<file path="config.mk">
export PLATFORM = sky130hd
export DESIGN_NAME = cau_back_flat
export DESIGN_NICKNAME = d
export VERILOG_FILES = /design/src/rtl/cau_pkg.sv /design/src/rtl/cau_out_if.sv /design/src/rtl/cau_back.sv /design/src/flat_wrapper.sv
export SDC_FILE = /design/constraint.sdc
export NUM_CORES = 1
export LEC_CHECK = 0
export BUFFER_PORTS_ARGS = -buffer_cell sky130_fd_sc_hd__buf_2
export CORE_AREA = 2 2 218 220
export CTS_BUF_LIST = sky130_fd_sc_hd__clkbuf_16
export CTS_CLUSTER_DIAMETER = 60
export DETAILED_ROUTE_END_ITERATION = 6
export DIE_AREA = 0 0 220 222
export GPL_TIMING_DRIVEN = 0
export PLACE_DENSITY = 0.42
export SYNTH_ARGS = -nofsm -noshare
export SYNTH_HDL_FRONTEND = slang
export SYNTH_SLANG_ARGS = --single-unit
</file>
<file path="constraint.sdc">
create_clock -name clk_i -period 4.7 [get_ports clk_i]
set_input_delay 0.235 -clock clk_i [delete_from_list [all_inputs] [get_ports clk_i]]
set_output_delay 0.235 -clock clk_i [all_outputs]
set_load 0.05 [all_outputs]
</file>
<file path="src/rtl/cau_pkg.sv">
package cau_pkg;

  localparam int DW = 32;
  localparam int FB = 16;
  localparam int PW = 2 * DW;
  localparam int WW = PW + 1;
  localparam int NCELL = DW;

  typedef enum logic [2:0] {
    CMD_ADD = 3'd0,
    CMD_SUB = 3'd1,
    CMD_MUL = 3'd2,
    CMD_DIV = 3'd3,
    CMD_MAG = 3'd4
  } cmd_e;

  typedef struct packed {
    cmd_e                  cmd;
    logic                  dz;
    logic                  ovf_re;
    logic                  ovf_im;
    logic                  neg_re;
    logic                  neg_im;
    logic signed [WW-1:0]  wide_re;
    logic signed [WW-1:0]  wide_im;
    logic [PW-1:0]         den;
  } side_t;

  typedef struct packed {
    logic [PW-1:0] r_re;
    logic [PW-1:0] r_im;
    logic [DW-1:0] q_re;
    logic [DW-1:0] q_im;
    logic [PW-1:0] lo_re;
    logic [DW-1:0] lo_im;
  } lane_t;

  typedef struct packed {
    side_t side;
    lane_t lane;
  } beat_t;

endpackage

</file>
<file path="src/rtl/cau_out_if.sv">
interface cau_out_if;
  logic                         valid;
  logic                         ready;
  logic signed [cau_pkg::DW-1:0] res_re;
  logic signed [cau_pkg::DW-1:0] res_im;
  logic                         zero_divisor;
  logic                         saturated;

  modport source (output valid, res_re, res_im, zero_divisor, saturated, input ready);
  modport sink (input valid, res_re, res_im, zero_divisor, saturated, output ready);
endinterface

</file>
<file path="src/rtl/cau_back.sv">
module cau_back (
  input  logic           clk_i,
  input  logic           rst_ni,
  input  logic           valid_i,
  output logic           ready_o,
  input  cau_pkg::beat_t beat_i,
  cau_out_if.source      out_o
);
  import cau_pkg::*;

  logic                 valid_q;
  logic signed [WW-1:0] v_re, v_im;
  logic signed [WW-1:0] big_pos, big_neg;
  logic [DW:0]          qs_re, qs_im;
  logic                 hi_re, lo_re, hi_im, lo_im;
  logic [DW-1:0]        c_re, c_im;
  logic signed [DW-1:0] res_re_q, res_im_q;
  logic                 dz_q, sat_q;

  assign ready_o = !valid_q || out_o.ready;

  always_comb begin
    big_pos = WW'(1) <<< DW;
    big_neg = -big_pos;
    qs_re   = beat_i.side.neg_re ? -{1'b0, beat_i.lane.q_re} : {1'b0, beat_i.lane.q_re};
    qs_im   = beat_i.side.neg_im ? -{1'b0, beat_i.lane.q_im} : {1'b0, beat_i.lane.q_im};
    v_re = '0;
    v_im = '0;
    case (beat_i.side.cmd)
      CMD_ADD, CMD_SUB: begin
        v_re = beat_i.side.wide_re;
        v_im = beat_i.side.wide_im;
      end
      CMD_MUL: begin
        v_re = beat_i.side.wide_re >>> FB;
        v_im = beat_i.side.wide_im >>> FB;
      end
      CMD_DIV: begin
        if (!beat_i.side.dz) begin
          if (beat_i.side.ovf_re) v_re = beat_i.side.neg_re ? big_neg : big_pos;
          else                    v_re = WW'($signed(qs_re));
          if (beat_i.side.ovf_im) v_im = beat_i.side.neg_im ? big_neg : big_pos;
          else                    v_im = WW'($signed(qs_im));
        end
      end
      CMD_MAG: begin
        v_re = WW'(beat_i.lane.q_re);
      end
      default: begin
        v_re = '0;
        v_im = '0;
      end
    endcase
    hi_re = !v_re[WW-1] && (|v_re[WW-2:DW-1]);
    lo_re = v_re[WW-1] && !(&v_re[WW-2:DW-1]);
    hi_im = !v_im[WW-1] && (|v_im[WW-2:DW-1]);
    lo_im = v_im[WW-1] && !(&v_im[WW-2:DW-1]);
    c_re  = hi_re ? {1'b0, {(DW-1){1'b1}}} : lo_re ? {1'b1, {(DW-1){1'b0}}} : v_re[DW-1:0];
    c_im  = hi_im ? {1'b0, {(DW-1){1'b1}}} : lo_im ? {1'b1, {(DW-1){1'b0}}} : v_im[DW-1:0];
  end

  always_ff @(posedge clk_i or negedge rst_ni) begin
    if (!rst_ni) begin
      valid_q <= 1'b0;
    end else if (ready_o) begin
      valid_q <= valid_i;
    end
  end

  always_ff @(posedge clk_i) begin
    if (ready_o && valid_i) begin
      res_re_q <= $signed(c_re);
      res_im_q <= $signed(c_im);
      dz_q     <= beat_i.side.dz;
      sat_q    <= hi_re || lo_re || hi_im || lo_im;
    end
  end

  assign out_o.valid        = valid_q;
  assign out_o.res_re       = res_re_q;
  assign out_o.res_im       = res_im_q;
  assign out_o.zero_divisor = dz_q;
  assign out_o.saturated    = sat_q;

  a_dz_zero: assert property (@(posedge clk_i) disable iff (!rst_ni)
    out_o.valid && out_o.zero_divisor |->
      out_o.res_re == '0 && out_o.res_im == '0 && !out_o.saturated)
    else $error("zero divisor beat with nonzero result");

  a_sat_bound: assert property (@(posedge clk_i) disable iff (!rst_ni)
    out_o.valid && out_o.saturated |->
      out_o.res_re == {1'b0, {(DW-1){1'b1}}} || out_o.res_re == {1'b1, {(DW-1){1'b0}}} ||
      out_o.res_im == {1'b0, {(DW-1){1'b1}}} || out_o.res_im == {1'b1, {(DW-1){1'b0}}})
    else $error("saturated beat without a clipped part");

  a_mag_im: assert property (@(posedge clk_i) disable iff (!rst_ni)
    valid_i && ready_o && beat_i.side.cmd == CMD_MAG |=> out_o.res_im == '0)
    else $error("magnitude beat with nonzero imaginary part");

endmodule
</file>
<file path="src/flat_wrapper.sv">
// flat-port wrapper written by rule: the top's interface ports become plain ports
module cau_back_flat import cau_pkg::*;
  (clk_i, rst_ni, valid_i, ready_o, beat_i, out_o_valid, out_o_res_re, out_o_res_im, out_o_zero_divisor, out_o_saturated, out_o_ready);
  cau_out_if out_o_i ();
  input  logic clk_i;
  input  logic rst_ni;
  input  logic valid_i;
  output logic ready_o;
  input  cau_pkg::beat_t beat_i;
  output wire logic [$bits(out_o_i.valid)-1:0] out_o_valid;
  output wire logic [$bits(out_o_i.res_re)-1:0] out_o_res_re;
  output wire logic [$bits(out_o_i.res_im)-1:0] out_o_res_im;
  output wire logic [$bits(out_o_i.zero_divisor)-1:0] out_o_zero_divisor;
  output wire logic [$bits(out_o_i.saturated)-1:0] out_o_saturated;
  input wire logic [$bits(out_o_i.ready)-1:0] out_o_ready;
  assign out_o_valid = out_o_i.valid;
  assign out_o_res_re = out_o_i.res_re;
  assign out_o_res_im = out_o_i.res_im;
  assign out_o_zero_divisor = out_o_i.zero_divisor;
  assign out_o_saturated = out_o_i.saturated;
  assign out_o_i.ready = out_o_ready;
  cau_back u_core (.clk_i(clk_i), .rst_ni(rst_ni), .valid_i(valid_i), .ready_o(ready_o), .beat_i(beat_i), .out_o(out_o_i));
endmodule
</file>
==> results.tsv <==
stage	metric	value	unit
worst_setup_path	critical-path-slowest-cell	nor3b_2	
placement	gp_congestion	0.936	
power_and_ir_drop	p_comb_share	33.8	%
worst_setup_path	worstSetupEndpointType	flop	
timing	hold_viol	0	
synthesis	synthFlopType	edfxtp_1	
floorplanning	initial_core_util	13.6	%
synthesis	synth_area_per_cell	8.42	um2
worst_setup_path	worstPathArrival	3.83	ns
synthesis	syn_inst	746	
final_layout	final_util	19.0	%
worst_setup_path	crit_path_start_kind	input pin	
route	postRouteAntennaNets	0	
synthesis	synth.area.top_cells	edfxtp_1 32%, a22oi_1 7.8%, xor2_1 7.5%	
final_layout	fin_cells	1646	
global_routing	gr-total-overflow	0	
synthesis	ys_warn_count	0	
route	vias_per_cell	4.73	
global_routing	grt_pass1_wl	53700	um
global_routing	antenna_found_initial	15	
synthesis	synth_seq_cells	67	
timing	post-route-period-util	80.3	%
timing	slew_headroom	37.1	%
clock_network	clockRootBuffer	clkbuf_16	
global_routing	grt_pass1_vias	7973	
clock_network	cts_tree	yes	
worst_setup_path	path_delay_family	simple AND/OR/NAND/NOR gates	
global_routing	gr-usage-all-layers	15.2	%
timing	final.min_clock_period	3.77	ns
clock_network	cts_setup_buffers	0	
timing	fin_tns_setup	0	ns
power_and_ir_drop	ir_worst_vdd	0.000174	V
power_and_ir_drop	p_int	1490	uW
placement	dp_cells	1624	
worst_setup_path	cp_max_fo	10	
final_layout	nNetsFinal	1525	
placement	dp_slack	0.476	ns
synthesis	seq_area_frac_synth	32.0	%
placement	dpl_cell_area	8420	um2
worst_setup_path	critPathRequiredTime	4.76	ns
clock_network	ctsHtreeMaxLevel	3	
floorplanning	die-area	48800	um2
timing	finalSetupViolations	0	
status	status	completed	
power_and_ir_drop	power_switching	893	uW
worst_setup_path	critPathKind	input pin to flop	
worst_setup_path	crit_chain	buf_2 > clkbuf_1 > nor3b_2 > clkbuf_1 > a32oi_1 > nor4_1 > a21oi_1 > o21ai_1 > buf_2 > o211ai_1	
synthesis	synth_area_leader_cell	edfxtp_1	
placement	portBuffers	270	
worst_setup_path	worst-path-buf-inv	4	
clock_network	cts_buffers	9	
clock_network	clkLatencyLatePin	0.37	ns
power_and_ir_drop	power.clock.fraction	34.9	%
timing	fin_ws	0.925	ns
timing	tightest_slew	0.940	ns
floorplanning	die_w	220	um
worst_setup_path	reg2reg_slack	3.17	ns
final_layout	fin_area	8790	um2
final_layout	drive_above_1_share	31.4	%
synthesis	synthesis.area	6280	um2
power_and_ir_drop	power_density	271	nW/um2
final_layout	syn2layout_area_growth	39.9	%
global_routing	grt_max_degree	52	
power_and_ir_drop	p_sw_share	37.5	%
worst_setup_path	cpPeakStageDelay	0.87	ns
final_layout	fillers	5274	
worst_hold_path	hold_class	input pin to flop	
clock_network	clk_pin_slew	0.06	ns
route	wl_per_cell	23.1	um
route	vias	7787	
placement	dp_hpwl	31500	um
timing	max_freq	0.265	GHz
timing	maxSlewViolCount	0	
floorplanning	num_rows	79	
floorplanning	pin_count	562	
power_and_ir_drop	seq_power_share	31.3	%
synthesis	synthArstFlopShare	1.49	%
floorplanning	core	46300	um2
job	maxCapViolCount	0	
power_and_ir_drop	cellLeakagePower	0.00330	uW
timing	timing.clock.skew	0.00975	ns
route	wl	38000	um
synthesis	synth_top_area_share	31.6	%
timing	rsz0062_at_grt	no	
synthesis	synth.distinct_cells	64	
synthesis	synth_commonest_cells	78 x nand2_1, 66 x edfxtp_1, 65 x a22oi_1	
synthesis	synth_nets	1242	
route	remaining_drc_errors	0	
route	dr.pass1.iters	5	
synthesis	yosysMostFrequentCell	nand2_1	
floorplanning	die_y	222	um
synthesis	synth_edf_count	66	
clock_network	clkSinkCount	67	
route	drtIter0Drc	805	
clock_network	ctsResizeCount	0	
clock_network	clockBufferDepth	2	
-- worst paths after layout --
path / cells past startpoint / start / endpoint
worst max register to register: 3 / u_core.out_o.valid / u_core.out_o.res_im[29]
worst min-delay path: 2 / valid_i / u_core.out_o.valid
worst max-delay path: 10 / beat_i[487] / u_core.out_o.saturated
min in group asynchronous: 2 / rst_ni / u_core.out_o.valid
worst min register to register: 2 / u_core.out_o.valid / u_core.out_o.valid
max in group asynchronous: 2 / rst_ni / u_core.out_o.valid
-- cells in the final DEF (no fill, tap or decap), types with 3 or more instances in the layout --
cell         n
nor2b_1     16
or4_1       16
o21ai_1     35
o221ai_1    26
a21oi_1     13
nand4_1     10
nor4_1      19
bufinv_16    3
buf_1        4
nor2_1      43
or3_1        8
a22oi_1     65
edfxtp_1    66
and3_1       4
clkbuf_16    9
nor3_1       7
o21ai_0     51
inv_1       10
diode_2      5
o31ai_2      4
o31ai_1     18
and2_1       6
a32oi_1      9
or3b_2       3
nand2b_1     7
xor2_1      54
nand2_1     78
o211ai_1     3
a221o_1      5
a21o_1      30
clkbuf_1    44
nand3_1     17
xnor2_1      5
buf_2      285
o41ai_1     13
-- timing repair --
action	CTS	global route
endpoints found under the hold margin	1	0
endpoints found under the setup margin	0	0
hold buffers	1	0
-- flip-flops by register name, indices dropped and copies added (netlist names) --
| name | cells |
|---|---|
| u_core.out_o.res_im | 32 |
| u_core.out_o.res_re | 32 |
| u_core.out_o.saturated | 1 |
| u_core.out_o.valid | 1 |
| u_core.out_o.zero_divisor | 1 |
-- power groups by stage --
| stage | clock (uW) | sequential [uW] | combinational [uW] |
|---|---|---|---|
| 2_1_floorplan | 0 | 928 | 285 |
| 3_3_place_gp | 0 | 762 | 802 |
| 3_5_place_dp | 0 | 758 | 804 |
| 4_1_cts | 857 | 747 | 808 |
| 5_1_grt | 871 | 751 | 861 |
| 6_report | 831 | 745 | 807 |
-- routing by layer --
| layer | wire length (um) | up-vias | global-route usage [%] | part of all wire (%) |
|---|---|---|---|---|
| li1 | - | 3489 | - | - |
| met1 | 14900 | 3744 | 17.8 | 39 |
| met2 | 17800 | 478 | 25.7 | 47 |
| met4 | 974 | 14 | 4.63 | 2.6 |
| met3 | 4270 | 62 | 5.27 | 11 |
| met5 | 76 | - | 0 | 0.20 |
-- cells by family (layout without fill, tap and decap cells) --
group	Yosys count	count (layout)	synth area share, %
other cells	0	5	0
xor+xnor	59	59	8.23
fa+ha+maj	2	2	0.398
mux	2	2	0.319
flops	67	67	32.0
compound gates	288	288	32.9
buf+inv	74	362	4.72
simple gates	254	254	21.5
-- final cells by class --
type / instances / area, um2 / share of cell area (%)
timing repair buffer: 272 / 1390 / 15.8
inverter: 11 / 41.3 / 0.470
clock buffer: 9 / 225 / 2.56
clock inverter: 7 / 116 / 1.32
antenna: 5 / 12.5 / 0.142
sequential: 67 / 2010 / 22.8
buffer: 63 / 255 / 2.91
multi-input combinational: 605 / 3980 / 45.3
tap: 607 / 759 / 8.64
-- metrics by stage --
stage          total power, uW  hold slack, ns
2_1_floorplan             1210         -0.0606
3_3_place_gp              1560         0.00990
3_5_place_dp              1560          0.0130
4_1_cts                   2410          0.0640
5_1_grt                   2480          0.0682
6_report                  2380          0.0759
(Power assumes the default switching activity.)
